[src/design/watm_pkg.sv]
// Shared types, constants and helpers for the weekly alarm table matcher.
`timescale 1ns / 1ps
package watm_pkg;

  localparam int ENTRIES = 16;
  localparam int IDX_W   = $clog2(ENTRIES);
  localparam int CNT_W   = $clog2(ENTRIES + 1);

  localparam logic [7:0] ANY_DAY   = 8'h80;
  localparam logic [7:0] WEEK_MASK = 8'h7F;
  localparam logic [1:0] SNZ_FULL  = 2'h3;
  localparam logic [1:0] SNZ_DUE   = 2'h1;
  localparam logic [7:0] HOURS     = 8'd24;
  localparam logic [7:0] MINUTES   = 8'd60;

  typedef enum logic [2:0] {
    OP_ADD   = 3'd0,
    OP_EDIT  = 3'd1,
    OP_DEL   = 3'd2,
    OP_TICK  = 3'd3,
    OP_STOP  = 3'd4,
    OP_CLEAR = 3'd5
  } op_t;

  typedef struct packed {
    logic [7:0] id;
    logic [4:0] hour;
    logic [5:0] minute;
    logic [7:0] days;
    logic       on;
  } entry_t;

  typedef struct packed {
    logic [7:0] hour;
    logic [7:0] minute;
    logic [7:0] days;
    logic [7:0] old_hour;
    logic [7:0] old_minute;
    logic [7:0] old_days;
    logic [2:0] weekday;
  } req_t;

  typedef struct packed {
    logic old_eq;
    logic clash;
    logic fire;
  } cmp_t;

  // weekday 0 is Sunday (mask bit 6); 7 has no bit
  function automatic logic [7:0] day_bit(input logic [2:0] wd);
    logic [7:0] b;
    case (wd)
      3'd0:    b = 8'h40;
      3'd1:    b = 8'h01;
      3'd2:    b = 8'h02;
      3'd3:    b = 8'h04;
      3'd4:    b = 8'h08;
      3'd5:    b = 8'h10;
      3'd6:    b = 8'h20;
      default: b = 8'h00;
    endcase
    return b;
  endfunction

endpackage

[src/design/watm_cmp.sv]
// Shared compare unit: one table entry against the pending request.
`timescale 1ns / 1ps
module watm_cmp import watm_pkg::*; (
  input  entry_t ent,
  input  req_t   req,
  output cmp_t   res
);

  logic time_eq;

  assign time_eq = ({3'b0, ent.hour} == req.hour) && ({2'b0, ent.minute} == req.minute);

  always_comb begin
    res.old_eq = ({3'b0, ent.hour} == req.old_hour) &&
                 ({2'b0, ent.minute} == req.old_minute) && (ent.days == req.old_days);
    res.clash  = time_eq && (((req.days & ent.days) & WEEK_MASK) != 8'h00);
    res.fire   = ent.on && time_eq &&
                 ((ent.days == ANY_DAY) || ((ent.days & day_bit(req.weekday)) != 8'h00));
  end

endmodule

[src/design/weekly_alarm_table_matcher.sv]
// Top level: alarm table with add/edit/delete, minute tick and snooze handling.
`timescale 1ns / 1ps
// One request is taken at a time. in_tready is high only while the block is
// idle; a request then walks the held entries one per cycle through a single
// shared compare unit, applies the outcome in the apply state and presents
// its response on the out_ channel until taken. Add, edit, delete and tick
// walk all count_held entries (0..16), or none on an empty table; stop
// snooze, clear all and unused codes go straight to the apply state. The next
// request is accepted the cycle after the response is taken. The entry
// fields live in flip-flop arrays with one read port (the walk pointer) and
// one write port; slots beyond count_held are never read, so they need no
// clearing at reset or on clear all.
module weekly_alarm_table_matcher import watm_pkg::*; (
  input  logic        clk,
  input  logic        rst_n,
  input  logic        in_tvalid,
  output logic        in_tready,
  // [7:0] entry_id, [15:8] hour, [23:16] minute, [31:24] day_mask, [32] enable,
  // [40:33] old_hour, [48:41] old_minute, [56:49] old_day_mask, [59:57] weekday
  input  logic [63:0] in_tdata,
  // [2:0] func
  input  logic [2:0]  in_tuser,
  output logic        out_tvalid,
  input  logic        out_tready,
  // [0] ok, [4:1] hit_index, [12:5] hit_id, [17:13] entry_count
  output logic [23:0] out_tdata
);

  typedef enum logic [3:0] {
    ST_IDLE = 4'b0001,
    ST_SCAN = 4'b0010,
    ST_FIN  = 4'b0100,
    ST_OUT  = 4'b1000
  } state_t;

  state_t state_r, state_nxt;

  // entry storage
  entry_t     ent_mem [ENTRIES];
  logic [1:0] snz_mem [ENTRIES];

  // latched request
  logic [2:0] op_r;
  logic [7:0] id_r;
  logic       en_r;
  req_t       req_r;

  logic [IDX_W-1:0] idx_r, idx_nxt;
  logic [CNT_W-1:0] cnt_r, cnt_nxt;
  logic [CNT_W-1:0] wptr_r, wptr_nxt;   // delete: next packed position
  logic [3:0]       last_hit_r, last_hit_nxt;
  logic             found_r, found_nxt;  // edit: old entry seen
  logic [IDX_W-1:0] tgt_r, tgt_nxt;      // edit target / tick hit position
  logic             clash_r, clash_nxt;
  logic             prim_r, prim_nxt;    // tick: primary alarm found
  logic             hit_r, hit_nxt;      // tick: something fired
  logic [7:0]       hid_r, hid_nxt;

  logic        ok_r, ok_nxt;
  logic [3:0]  oidx_r, oidx_nxt;
  logic [7:0]  oid_r, oid_nxt;

  // write ports
  logic             ent_we, snz_we;
  logic [IDX_W-1:0] ent_wa, snz_wa;
  entry_t           ent_wd;
  logic [1:0]       snz_wd;

  entry_t     rd_ent;
  logic [1:0] rd_snz, snz_dec;
  cmp_t       cmp;
  entry_t     new_ent;
  logic       time_ok, last_step;

  assign rd_ent = ent_mem[idx_r];
  assign rd_snz = snz_mem[idx_r];

  watm_cmp u_cmp (
    .ent (rd_ent),
    .req (req_r),
    .res (cmp)
  );

  assign snz_dec   = (rd_snz != 2'd0) ? rd_snz - 2'd1 : rd_snz;
  assign last_step = ({1'b0, idx_r} + {{(CNT_W-1){1'b0}}, 1'b1}) == cnt_r;
  assign time_ok   = (req_r.hour < HOURS) && (req_r.minute < MINUTES);

  always_comb begin
    new_ent.id     = id_r;
    new_ent.hour   = req_r.hour[4:0];
    new_ent.minute = req_r.minute[5:0];
    new_ent.days   = req_r.days;
    new_ent.on     = en_r;
  end

  assign in_tready  = (state_r == ST_IDLE);
  assign out_tvalid = (state_r == ST_OUT);
  assign out_tdata  = {6'b0, cnt_r, oid_r, oidx_r, ok_r};

  always_comb begin
    state_nxt    = state_r;
    idx_nxt      = idx_r;
    cnt_nxt      = cnt_r;
    wptr_nxt     = wptr_r;
    last_hit_nxt = last_hit_r;
    found_nxt    = found_r;
    tgt_nxt      = tgt_r;
    clash_nxt    = clash_r;
    prim_nxt     = prim_r;
    hit_nxt      = hit_r;
    hid_nxt      = hid_r;
    ok_nxt       = ok_r;
    oidx_nxt     = oidx_r;
    oid_nxt      = oid_r;
    ent_we       = 1'b0;
    ent_wa       = idx_r;
    ent_wd       = rd_ent;
    snz_we       = 1'b0;
    snz_wa       = idx_r;
    snz_wd       = snz_dec;

    case (state_r)
      ST_IDLE: begin
        if (in_tvalid) begin
          idx_nxt   = '0;
          wptr_nxt  = '0;
          found_nxt = 1'b0;
          clash_nxt = 1'b0;
          prim_nxt  = 1'b0;
          hit_nxt   = 1'b0;
          state_nxt = ((in_tuser inside {OP_ADD, OP_EDIT, OP_DEL, OP_TICK}) &&
                       (cnt_r != '0)) ? ST_SCAN : ST_FIN;
        end
      end

      ST_SCAN: begin
        case (op_r)
          OP_ADD: begin
            if (cmp.clash) clash_nxt = 1'b1;
          end
          OP_EDIT: begin
            if (cmp.old_eq && !found_r) begin
              found_nxt = 1'b1;
              tgt_nxt   = idx_r;
            end
            if (!cmp.old_eq && cmp.clash) clash_nxt = 1'b1;
          end
          OP_DEL: begin
            // survivors move down to the packed position
            if (!cmp.old_eq) begin
              ent_we   = 1'b1;
              ent_wa   = wptr_r[IDX_W-1:0];
              ent_wd   = rd_ent;
              snz_we   = 1'b1;
              snz_wa   = wptr_r[IDX_W-1:0];
              snz_wd   = rd_snz;
              wptr_nxt = wptr_r + {{(CNT_W-1){1'b0}}, 1'b1};
            end
          end
          OP_TICK: begin
            snz_we = 1'b1;
            snz_wd = snz_dec;
            if (!prim_r && cmp.fire) begin
              snz_wd   = SNZ_FULL;
              prim_nxt = 1'b1;
              hit_nxt  = 1'b1;
              tgt_nxt  = idx_r;
              hid_nxt  = rd_ent.id;
            end else if (!prim_r && (snz_dec == SNZ_DUE) && rd_ent.on) begin
              // due snooze; a later one overrides
              snz_wd  = 2'd0;
              hit_nxt = 1'b1;
              tgt_nxt = idx_r;
              hid_nxt = rd_ent.id;
            end
          end
          default: ;
        endcase
        if (last_step) state_nxt = ST_FIN;
        else           idx_nxt   = idx_r + {{(IDX_W-1){1'b0}}, 1'b1};
      end

      ST_FIN: begin
        ok_nxt    = 1'b0;
        oidx_nxt  = 4'd0;
        oid_nxt   = 8'd0;
        state_nxt = ST_OUT;
        case (op_r)
          OP_ADD: begin
            if ((cnt_r < CNT_W'(ENTRIES)) && time_ok && !clash_r) begin
              ent_we  = 1'b1;
              ent_wa  = cnt_r[IDX_W-1:0];
              ent_wd  = new_ent;
              snz_we  = 1'b1;
              snz_wa  = cnt_r[IDX_W-1:0];
              snz_wd  = 2'd0;
              cnt_nxt = cnt_r + {{(CNT_W-1){1'b0}}, 1'b1};
              ok_nxt  = 1'b1;
            end
          end
          OP_EDIT: begin
            if (found_r && time_ok && !clash_r) begin
              ent_we = 1'b1;
              ent_wa = tgt_r;
              ent_wd = new_ent;
              ok_nxt = 1'b1;
            end
          end
          OP_DEL: begin
            if (wptr_r < cnt_r) begin
              cnt_nxt = wptr_r;
              ok_nxt  = 1'b1;
            end
          end
          OP_TICK: begin
            if (hit_r) begin
              last_hit_nxt = 4'(tgt_r);
              ok_nxt       = 1'b1;
              oidx_nxt     = 4'(tgt_r);
              oid_nxt      = hid_r;
            end
          end
          OP_STOP: begin
            snz_we = 1'b1;
            snz_wa = IDX_W'(last_hit_r);
            snz_wd = 2'd0;
            ok_nxt = 1'b1;
          end
          OP_CLEAR: begin
            cnt_nxt = '0;
            ok_nxt  = 1'b1;
          end
          default: ;
        endcase
      end

      ST_OUT: begin
        if (out_tready) state_nxt = ST_IDLE;
      end

      default: state_nxt = ST_IDLE;
    endcase
  end

  always_ff @(posedge clk) begin
    if (!rst_n) begin
      state_r    <= ST_IDLE;
      cnt_r      <= '0;
      last_hit_r <= '0;
    end else begin
      state_r    <= state_nxt;
      cnt_r      <= cnt_nxt;
      last_hit_r <= last_hit_nxt;
    end
  end

  always_ff @(posedge clk) begin
    idx_r   <= idx_nxt;
    wptr_r  <= wptr_nxt;
    found_r <= found_nxt;
    tgt_r   <= tgt_nxt;
    clash_r <= clash_nxt;
    prim_r  <= prim_nxt;
    hit_r   <= hit_nxt;
    hid_r   <= hid_nxt;
    ok_r    <= ok_nxt;
    oidx_r  <= oidx_nxt;
    oid_r   <= oid_nxt;
    if (in_tvalid && in_tready) begin
      op_r             <= in_tuser;
      id_r             <= in_tdata[7:0];
      req_r.hour       <= in_tdata[15:8];
      req_r.minute     <= in_tdata[23:16];
      req_r.days       <= in_tdata[31:24];
      en_r             <= in_tdata[32];
      req_r.old_hour   <= in_tdata[40:33];
      req_r.old_minute <= in_tdata[48:41];
      req_r.old_days   <= in_tdata[56:49];
      req_r.weekday    <= in_tdata[59:57];
    end
  end

  always_ff @(posedge clk) begin
    if (ent_we) ent_mem[ent_wa] <= ent_wd;
    if (snz_we) snz_mem[snz_wa] <= snz_wd;
  end

  // checks
  a_count_range: assert property (@(posedge clk) disable iff (!rst_n)
    cnt_r <= CNT_W'(ENTRIES)) else $error("entry count beyond table size");

  a_fin_to_out: assert property (@(posedge clk) disable iff (!rst_n)
    (state_r == ST_FIN) |=> out_tvalid) else $error("response not presented after apply");

  a_count_stable_scan: assert property (@(posedge clk) disable iff (!rst_n)
    (state_r == ST_SCAN) |=> $stable(cnt_r)) else $error("count changed during walk");

  a_held_response: assert property (@(posedge clk) disable iff (!rst_n)
    (out_tvalid && !out_tready) |=> (out_tvalid && !in_tready))
    else $error("response dropped while stalled");

endmodule
[config.mk]
export PLATFORM = sky130hd
export DESIGN_NAME = weekly_alarm_table_matcher
export DESIGN_NICKNAME = d
export VERILOG_FILES = /design/src/design/watm_pkg.sv /design/src/design/watm_cmp.sv /design/src/design/weekly_alarm_table_matcher.sv
export SDC_FILE = /design/constraint.sdc
export NUM_CORES = 1
export LEC_CHECK = 0
export BUFFER_PORTS_ARGS = -buffer_cell sky130_fd_sc_hd__buf_4
export CAP_MARGIN = 20
export CORE_ASPECT_RATIO = 0.8
export CORE_MARGIN = 1
export CORE_UTILIZATION = 60
export DETAILED_ROUTE_END_ITERATION = 10
export GPL_ROUTABILITY_DRIVEN = 0
export HOLD_SLACK_MARGIN = 0.08
export PLACE_DENSITY = 0.78
export RECOVER_POWER = 25
export SYNTH_ARGS = -nofsm -noshare
export SYNTH_HDL_FRONTEND = slang
export SYNTH_SLANG_ARGS = --single-unit
[constraint.sdc]
create_clock -name clk -period 6.7 [get_ports clk]
set_input_delay 0.335 -clock clk [delete_from_list [all_inputs] [get_ports clk]]
set_output_delay 0.335 -clock clk [all_outputs]
set_load 0.005 [all_outputs]
[Yosys cells after proc, flatten, opt, wreduce, memory -nomap -nowiden]
Memory sizes are Yosys's and may differ from the RTL's. A register that Yosys moved wholly into a read port is not among the register bits.
Index checks and enable logic that the tools add are counted.
Word-level totals
  memory bits (writable): 480
  output and inout port bits: 26
  register bits after elaboration: 114
  word-level logic and storage cells: 204
  memories kept: 2
  bits of input ports: 71
Memory list
  ent_mem: depth 16, width 28, rd ports 1, clocked after Yosys merged registers in 1, write ports 1, line weekly_alarm_table_matcher.sv:39  | entry_t ent_mem [ENTRIES];
  snz_mem: depth 16, width 2, rd ports 1, clocked after Yosys merged registers in 1, write ports 1, line weekly_alarm_table_matcher.sv:40  | logic [1:0] snz_mem [ENTRIES];
Cells by class
  muxes and demuxes: 75
  equal/unequal tests: 44
  add/subtract/negate cells: 5
  reduce and logical (&&, ||, !) cells: 48
  bitwise operators: 2
  order comparisons: 4
Operators with widths (count)
  two-way mux 28 bit: 3
  two-way mux 4 bit: 14
  case mux 28 bit (2 select lines): 1
  case mux 7 bit (7 select lines): 1
  case mux 4 bit (2 select lines): 6
  two-way mux 5 bit: 5
  inequality test 2 bit (second input constant): 12
  AND reduction 4 bit: 6
  two-way mux 1 bit: 20
  case mux 1 bit (2 select lines): 10
  equality test 3 x 2 -> 1 bit (second input constant): 6
  logical AND 1 bit: 18
  equality test 5 x 8 -> 1 bit: 2
  equality test 6 x 8 -> 1 bit: 2
  two-way mux 8 bit: 2
  case mux 4 bit (4 select lines): 1
  nonzero test 8 bit: 2
  equality test 3 bit (second input constant): 5
  inequality test 3 bit (second input constant): 5
  case mux 5 bit (3 select lines): 1
  case mux 2 bit (2 select lines): 3
  AND reduction 3 bit: 4
  adder 5 x 1 -> 5 bit (second input constant): 2
  two-way mux 2 bit: 5
  32 further kinds: 42

[Longest topological paths before layout]
Gate-level depths: netlist (run 1).
  word-level depth: 10
  depth in mapped cells: 17
  depth with buffers taken out: 11

[Cells and area by module]
Synthesis (run 1) repeated with hierarchy kept, for this count alone.
Second synthesis, totals
  cell total of the unflattened synthesis: 1215
  area total of the unflattened synthesis: 24178.2 um^2
By module, submodules not included
  weekly_alarm_table_matcher: area an instance 23676.5 um^2, seq. area each 17787.1 um^2, cells an instance 1152, instances 1
  watm_cmp: area an instance 501.7 um^2, seq. area each 0.0 um^2, cells an instance 63, instances 1

[Least setup slack after synthesis (run 1)]
No wires, ideal clock.
  path kind: reg2reg
  from: reg with a tool-made name
  to: mem ent_mem[13][0] in the netlist's numbering, enable pin
  clock period less this slack: 5.793 ns
  library setup time: 0.454 ns
  required time: 6.246 ns
  slack: 0.907 ns
  cell stages (with the launch flop): 15
  data arrival time: 5.339 ns
  path buffers: 4
  cell sequence: dfxtp_1 buf_6 buf_2 mux4_2 o22ai_1 nor3_1 o2bb2ai_1 a2111o_1 a2111oi_2 nand3_2 and2_4 buf_6 a221o_1 buf_2 nor3b_1
RTL lines (line)
  end, declared: weekly_alarm_table_matcher.sv:39

==> key figures, run 1 <==
Detailed routing
  – Final antenna-violating net count: 0
  – Post-route DRC: 0
  – Routed metal-1 wirelength: 23700 um
  – Post-DR vias/cell: 6.56
  – 1st-iter DRT viols: 1821
  – Routed length on met2: 27700 um
  – Number of vias after detailed routing: 14.3k
  – Wire length per cell after detailed routing: 27.3 um
  – Final wirelength: roughly 59000 um
  – Top Metal Used: met4
  – Total length of routed met3 wires: a little under 6000 um
  – Number of detailed-routing iterations run before antenna repair: 7

Critical path
  – Highest fanout seen on the critical path: 38
  – Endpoint of the worst-slack reg-to-reg timing path: ent_mem[6][7]
  – Flop-to-flop setup slack: just under 0.6 ns
  – Crit Path Category: reg -> reg
  – Data arrival time of the critical path: 6.41 ns
  – Number of cell instances on the worst register-to-register path: 11
  – Nature of the critical path startpoint: flip-flop
  – Crit path required time: 7.00 ns
  – Element type at the critical path end: flip-flop

Synth
  – Most frequent cell after synthesis: sky130_fd_sc_hd__edfxtp_1
  – List of most frequent post-synthesis cells: 581 x sky130_fd_sc_hd__edfxtp_1, 103 x sky130_fd_sc_hd__mux4_2, 66 x sky130_fd_sc_hd__mux2i_1, 53 x sky130_fd_sc_hd__nor2_1, 48 x sky130_fd_sc_hd__nand2_1
  – Library cell occupying the most area in the post-synthesis netlist: sky130_fd_sc_hd__edfxtp_1
  – Dominant register cell in the synthesized netlist: sky130_fd_sc_hd__edfxtp_1
  – EDFF count, synth: just under 600
  – Number of standard cells after synthesis: 1409
  – Count of unique library cells instantiated by Yosys: 76
  – FFs w/ async S/R, synth: 0
  – Share of the synthesized area in the top cell type: 0.695
  – Average cell area after synthesis: 17.8 um2
  – Register bit total from synthesis: 598
  – Top cells by area in the synthesized netlist: sky130_fd_sc_hd__edfxtp_1 69%, sky130_fd_sc_hd__mux4_2 9.2%, sky130_fd_sc_hd__mux2i_1 2.6%
  – Number of warnings issued by yosys: 0
  – Share of synthesized area occupied by flip-flops and latches: 0.708
  – Combined area of all synthesized cells: roughly 25000 um2

Clock tree
  – CTS Root Buffer Type: sky130_fd_sc_hd__clkbuf_16
  – Clock network latency to the later pin of the worst-skew pair: 0.61 ns
  – Number of resized instances in the post-cts repair step: 0
  – Clock buffer count from CTS: 54
  – CTS max path bufs: 3
  – Clock tree from TritonCTS: yes
  – Sinks on Clock Net: 598
  – Clock input transition at the sequential cells of the worst setup and hold paths: approximately 0.06 ns
  – Maximum level of the CTS H-tree: 2

Final layout
  – Filler cells: 2574
  – Layout overhead on the synthesized area: 14.8%
  – Layout cells sized above 1: 0.223
  – Number of nets at the end of the flow: 1666
  – Post-route insts no fill: 2174
  – Final core area utilization: 0.704
  – Number of antenna cells inserted: 0

Hold path
  – Hold path start: in_tvalid
  – Count of cells along the worst hold path: 3
  – Hold Crit Class: in -> reg
  – Hold Crit Endpoint: state_r[3]

Global routing
  – First-pass GRT wire length: 88000 um
  – Via count of the first global-routing pass: roughly 14k
  – Overflow after GRT: 0
  – Pin count of the biggest net entering global routing: 59
  – Antenna violations before repair: 0
  – Aggregate global-route resource usage: 0.285

Die
  – Total core area: 41000 um2
  – Standard-cell rows: between 60 and 70
  – Total Die Area: 42700 um2
  – Height of the die: 185 um
  – Starting density of the core: 0.613
  – Chip width: 231 um
  – Number of top-level design ports: 97

STA
  – Clock tree skew after final layout: approximately 0.030 ns
  – Number of setup violations in the final report: 0
  – Fin. Hold Viols: 0
  – Setup WS post-layout: approximately 0.6 ns
  – Number of slew-limit violations in the final report: 73
  – Total Neg Setup Slack: 0 ns
  – Actual transition at the worst max-transition pin: 3.10 ns
  – Final critical path time including I/O delays and setup: just over 6 ns
  – RSZ-0062 raised after global routing: false
  – Portion of the clock cycle consumed by the worst path in the final layout: 0.911
  – Max Clk Rate: about 0.16 GHz
  – Relative slew margins: -1.07

Run status
  – Violated checks: max-capacitance violations, max-slew violations
  – Outcome: finished with violations

Power and ir drop
  – Total power of the final layout: 9.51 mW
  – Static leakage: 9.47 nW
  – VDD IR-drop max: 0.253 mV
  – Power per cell area: 330 nW/um2

Placed design
  – Pre-CTS setup slack: 1.15 ns
  – PortBufs: 86
  – Post-detail-place hpwl: 35100 um
  – Placed Cells incl. Taps: 2010

Run
  – Maximum Capacitance Violations: 2
==> kinds of logic after synthesis <==
| kind of cell | synth area share |
|---|---|
| adder cells (fa/ha/maj) | 0.00399 |
| other | 0.000149 |
| buffers and inverters | 0.0223 |
| AND/OR/NAND/NOR | 0.0534 |
| flip-flops | 0.708 |
| XOR/XNOR | 0.0223 |
| multiplexers | 0.135 |
| AO/OA/AOI/OAI | 0.0546 |
==> worst max-delay path by stage <==
stage	from	to	slack (ns)	depth (start not counted)
after floorplan	flip-flop	ent_mem[13][0]	0.91	14
after global placement	flip-flop	ent_mem[6][24]	1.27	12
after detailed placement	flip-flop	ent_mem[6][24]	1.15	12
after CTS	flip-flop	ent_mem[6][7]	1.11	12
after global routing	flip-flop	ent_mem[4][13]	0.44	11
final	flip-flop	ent_mem[6][7]	0.59	11
==> per-stage QoR <==
| stage | hold slack, ns | instance area (um2) |
|---|---|---|
| 2_1_floorplan | 0.424 | 25100 |
| 3_3_place_gp | 0.509 | 26400 |
| 3_5_place_dp | 0.503 | 26400 |
| 4_1_cts | 0.172 | 28900 |
| 5_1_grt | 0.197 | 28800 |
| 6_report | 0.189 | 28800 |
==> cell usage in the layout, fill, tap and decap left out, types with 8 or more instances in the layout <==
cell type	instances
sky130_fd_sc_hd__clkbuf_1	19
sky130_fd_sc_hd__nor3_1	13
sky130_fd_sc_hd__xnor2_1	35
sky130_fd_sc_hd__o21ai_0	25
sky130_fd_sc_hd__xor2_1	29
sky130_fd_sc_hd__nand2b_1	12
sky130_fd_sc_hd__buf_4	43
sky130_fd_sc_hd__mux2i_1	66
sky130_fd_sc_hd__clkbuf_4	76
sky130_fd_sc_hd__nor2b_1	20
sky130_fd_sc_hd__mux2_2	32
sky130_fd_sc_hd__a221o_1	8
sky130_fd_sc_hd__nor4b_1	10
sky130_fd_sc_hd__ha_1	8
sky130_fd_sc_hd__nand3_1	13
sky130_fd_sc_hd__nor4_1	14
sky130_fd_sc_hd__and2_1	9
sky130_fd_sc_hd__clkinv_1	15
sky130_fd_sc_hd__bufinv_16	8
sky130_fd_sc_hd__nand2_1	48
sky130_fd_sc_hd__clkbuf_16	54
sky130_fd_sc_hd__nor2_1	53
sky130_fd_sc_hd__a211oi_1	9
sky130_fd_sc_hd__a21oi_1	31
sky130_fd_sc_hd__and2_0	8
sky130_fd_sc_hd__o211ai_1	10
sky130_fd_sc_hd__dfxtp_1	13
sky130_fd_sc_hd__o22ai_1	11
sky130_fd_sc_hd__a22o_1	28
sky130_fd_sc_hd__mux4_2	103
sky130_fd_sc_hd__inv_1	22
sky130_fd_sc_hd__clkinv_2	9
sky130_fd_sc_hd__dlygate4sd3_1	65
sky130_fd_sc_hd__edfxtp_1	581
==> registers in the layout, indices dropped and copies added, names as in the netlist, 8 cells and up, named ones only <==
signal,flops
ent_mem,448
req_r,32
snz_mem,32
new_ent,19
hid_r,8
id_r,8
oid_r,8
==> what timing repair did <==
action | CTS | global route
buffers inserted | 0 | 0
hold buffers | 65 | 0
hold endpoints to repair | 75 | 0
==> critical path, stage by stage, from the launching register on <==
cell and delay, ns:
sky130_fd_sc_hd__dfxtp_4 0.79, sky130_fd_sc_hd__buf_4 0.35, sky130_fd_sc_hd__nor2b_1 0.77, sky130_fd_sc_hd__a221oi_1 0.30
sky130_fd_sc_hd__xnor2_1 0.23, sky130_fd_sc_hd__nand3_1 0.19, sky130_fd_sc_hd__a2111oi_0 0.46, sky130_fd_sc_hd__nand3_1 0.64
sky130_fd_sc_hd__a32o_1 0.54, sky130_fd_sc_hd__nor4_1 0.55, sky130_fd_sc_hd__and3b_2 0.69, sky130_fd_sc_hd__buf_12 0.25
==> per-layer routing <==
metal  vias up  global-route usage
li1       6036                   -
met1      7235               0.419
met2       842               0.446
met3       138              0.0443
met4         0              0.0858
met5         -                   0
==> cell type report <==
cell class                 instances  area [um2]  share of cell area
tap                              544         681              0.0236
inverter                          22        82.6             0.00286
clock inverter                    36         408              0.0141
multi-input combinational        714        6840               0.237
clock buffer                      63        1390              0.0480
sequential                       598       17800               0.617
timing repair buffer             197        1640              0.0569
==> power breakdown <==
part           internal [mW]  switching, mW  total [mW]
Sequential              4.55          0.203        4.76
Clock                   1.79           1.35        3.14
Combinational          0.654          0.959        1.61
No activity file was read; power rests on OpenSTA's default activity.
==> run 2, diff against run 1 <==
RECOVER_POWER = 100   (was 25)
==> key figures, run 2 (synthesis results as in run 1) <==
Run status
  – Outcome: finished with violations
  – Violated checks: max-capacitance violations, max-slew violations

STA
  – Number of slew-limit violations in the final report: 90
  – Portion of the clock cycle consumed by the worst path in the final layout: 0.915
  – Max Clk Rate: 0.163 GHz
  – Actual transition at the worst max-transition pin: 3.08 ns
  – Total Neg Setup Slack: 0 ns
  – RSZ-0062 raised after global routing: false
  – Worst hold slack after final layout: 0.186 ns
  – Clock tree skew after final layout: around 0.03 ns
  – Final critical path time including I/O delays and setup: 6.13 ns
  – Relative slew margins: -1.05
  – Number of setup violations in the final report: 0
  – Setup WS post-layout: around 0.57 ns
  – Fin. Hold Viols: 0

Critical path
  – Endpoint of the worst-slack reg-to-reg timing path: ent_mem[4][17]
  – Data arrival time of the critical path: 6.36 ns
  – Element type at the critical path end: flip-flop
  – Highest fanout seen on the critical path: 38
  – Destination of the critical timing path: ent_mem[4][17]
  – Flop-to-flop setup slack: 0.57 ns
  – Nature of the critical path startpoint: flip-flop
  – Crit Path Category: reg -> reg
  – Crit path required time: 6.93 ns
  – Number of cell instances on the worst register-to-register path: 11

Clock tree
  – Buffers inserted by post-CTS timing repair: 0
  – Hold buffer count at cts: 65
  – CTS max path bufs: 3
  – Number of resized instances in the post-cts repair step: 0
  – Clock input transition at the sequential cells of the worst setup and hold paths: around 0.060 ns
  – Sinks on Clock Net: 598
  – Clock tree from TritonCTS: yes
  – Maximum level of the CTS H-tree: 2
  – Clock buffer count from CTS: 54
  – CTS Root Buffer Type: sky130_fd_sc_hd__clkbuf_16
  – Clock network latency to the later pin of the worst-skew pair: 0.61 ns

Die
  – Chip width: approximately 230 um
  – Standard-cell rows: 66
  – Height of the die: 185 um
  – Starting density of the core: 0.613
  – Total core area: 41000 um2
  – Total Die Area: 42700 um2
  – Number of top-level design ports: 97

Final layout
  – Post-route insts no fill: roughly 2.2k
  – Number of nets at the end of the flow: 1666
  – Number of antenna cells inserted: 0
  – Largest registers: ent_mem x448, req_r x32, snz_mem x32
  – Layout overhead on the synthesized area: 14.6%
  – Top library cells by usage in the layout, fill and taps aside: 581 x sky130_fd_sc_hd__edfxtp_1, 103 x sky130_fd_sc_hd__mux4_2, 76 x sky130_fd_sc_hd__clkbuf_4
  – Biggest register: ent_mem
  – Flip-flop count of the largest register after layout: around 450
  – Final core area utilization: 0.702
  – Layout cells sized above 1: 0.215
  – Most common cell after layout, fill and taps aside: sky130_fd_sc_hd__edfxtp_1

Detailed routing
  – Final antenna-violating net count: 0
  – 1st-iter DRT viols: 1707
  – Post-route DRC: 0
  – Final wirelength: 59100 um
  – Number of vias after detailed routing: ~14k
  – Wire length per cell after detailed routing: 27.2 um
  – Post-DR vias/cell: 6.54
  – Number of detailed-routing iterations run before antenna repair: 6

Placed design
  – PortBufs: 86
  – Pre-CTS setup slack: between 1 and 1.5 ns
  – Placed Cells incl. Taps: 2010
  – Post-detail-place hpwl: 35100 um

Power and ir drop
  – VDD IR-drop max: 0.251 mV
  – Net switching component of the power: 2.50 mW
  – Combinational power share: 0.169
  – Internal power: 6.99 mW
  – Power per cell area: between 300 and 400 nW/um2
  – Switching portion of total power: 0.264
  – Static leakage: 9.43 nW
  – Sequential cell fraction of total power: 0.501
  – Proportion of power drawn by the clock network: 0.331

Global routing
  – Via count of the first global-routing pass: around 14k
  – Overflow after GRT: 0
  – Aggregate global-route resource usage: 0.285
  – Pin count of the biggest net entering global routing: 59
  – First-pass GRT wire length: 88000 um
  – Antenna violations before repair: 0

Hold path
  – Hold Crit Class: in -> reg

Run
  – Maximum Capacitance Violations: 3
## run 2: cell types whose count changed in the layout (fill, tap and decap cells not counted), sizes merged
cell / before / now
buf: 46 / 38
clkbuf: 149 / 157
## run 2: layer usage
| metal | track usage | vias up | routed length [um] |
|---|---|---|---|
| met4 | 0.0858 | 0 | 1780 |
| li1 | - | 6041 | - |
| met3 | 0.0443 | 135 | 5940 |
| met2 | 0.446 | 801 | 27700 |
| met1 | 0.419 | 7250 | 23700 |
| met5 | 0 | - | 0 |
## run 2: worst min-delay path by stage
stage | startpoint | endpoint | depth (start not counted)
after floorplan | idx_r[2] | tgt_r[2] | 0
after global placement | last_hit_r[3] | last_hit_r[3] | 2
after detailed placement | last_hit_r[2] | last_hit_r[2] | 2
after CTS | in_tvalid | state_r[0] | 3
after global routing | in_tvalid | state_r[0] | 3
final | in_tvalid | state_r[3] | 3
## run 2: final cells by class
type,count,area [um2]
flip-flops and latches,598,17800
fillers,2590,12200
multi-input cells,714,6800
repair buffers,197,1610
clock buffers,63,1390
well taps,544,681
clock inverters,36,408
inverters,22,82.6
## run 2: through the flow
stage,total power [mW],area (um2)
floorplan,5.89,25100
global placement,6.32,26400
detailed placement,6.38,26400
CTS,9.52,28900
global route,9.80,28800
finish,9.50,28800
## run 2: worst max-delay path: stages (launching register included)
cell and delay (ns):
sky130_fd_sc_hd__dfxtp_4 0.79, sky130_fd_sc_hd__buf_4 0.35, sky130_fd_sc_hd__nor2b_1 0.76, sky130_fd_sc_hd__a221oi_1 0.30, sky130_fd_sc_hd__xnor2_1 0.23, sky130_fd_sc_hd__nand3_1 0.19
sky130_fd_sc_hd__a2111oi_0 0.45, sky130_fd_sc_hd__nand3_1 0.63, sky130_fd_sc_hd__a32o_1 0.54, sky130_fd_sc_hd__nor4_1 0.58, sky130_fd_sc_hd__nor3b_1 0.29, sky130_fd_sc_hd__buf_4 0.59
## run 2: power groups by stage
stage,registers [mW],clock network [mW],logic (mW)
floorplan,4.67,0,1.22
global placement,4.83,0,1.50
detailed placement,4.83,0,1.55
CTS,4.75,3.17,1.60
global route,4.77,3.31,1.72
finish,4.76,3.14,1.60
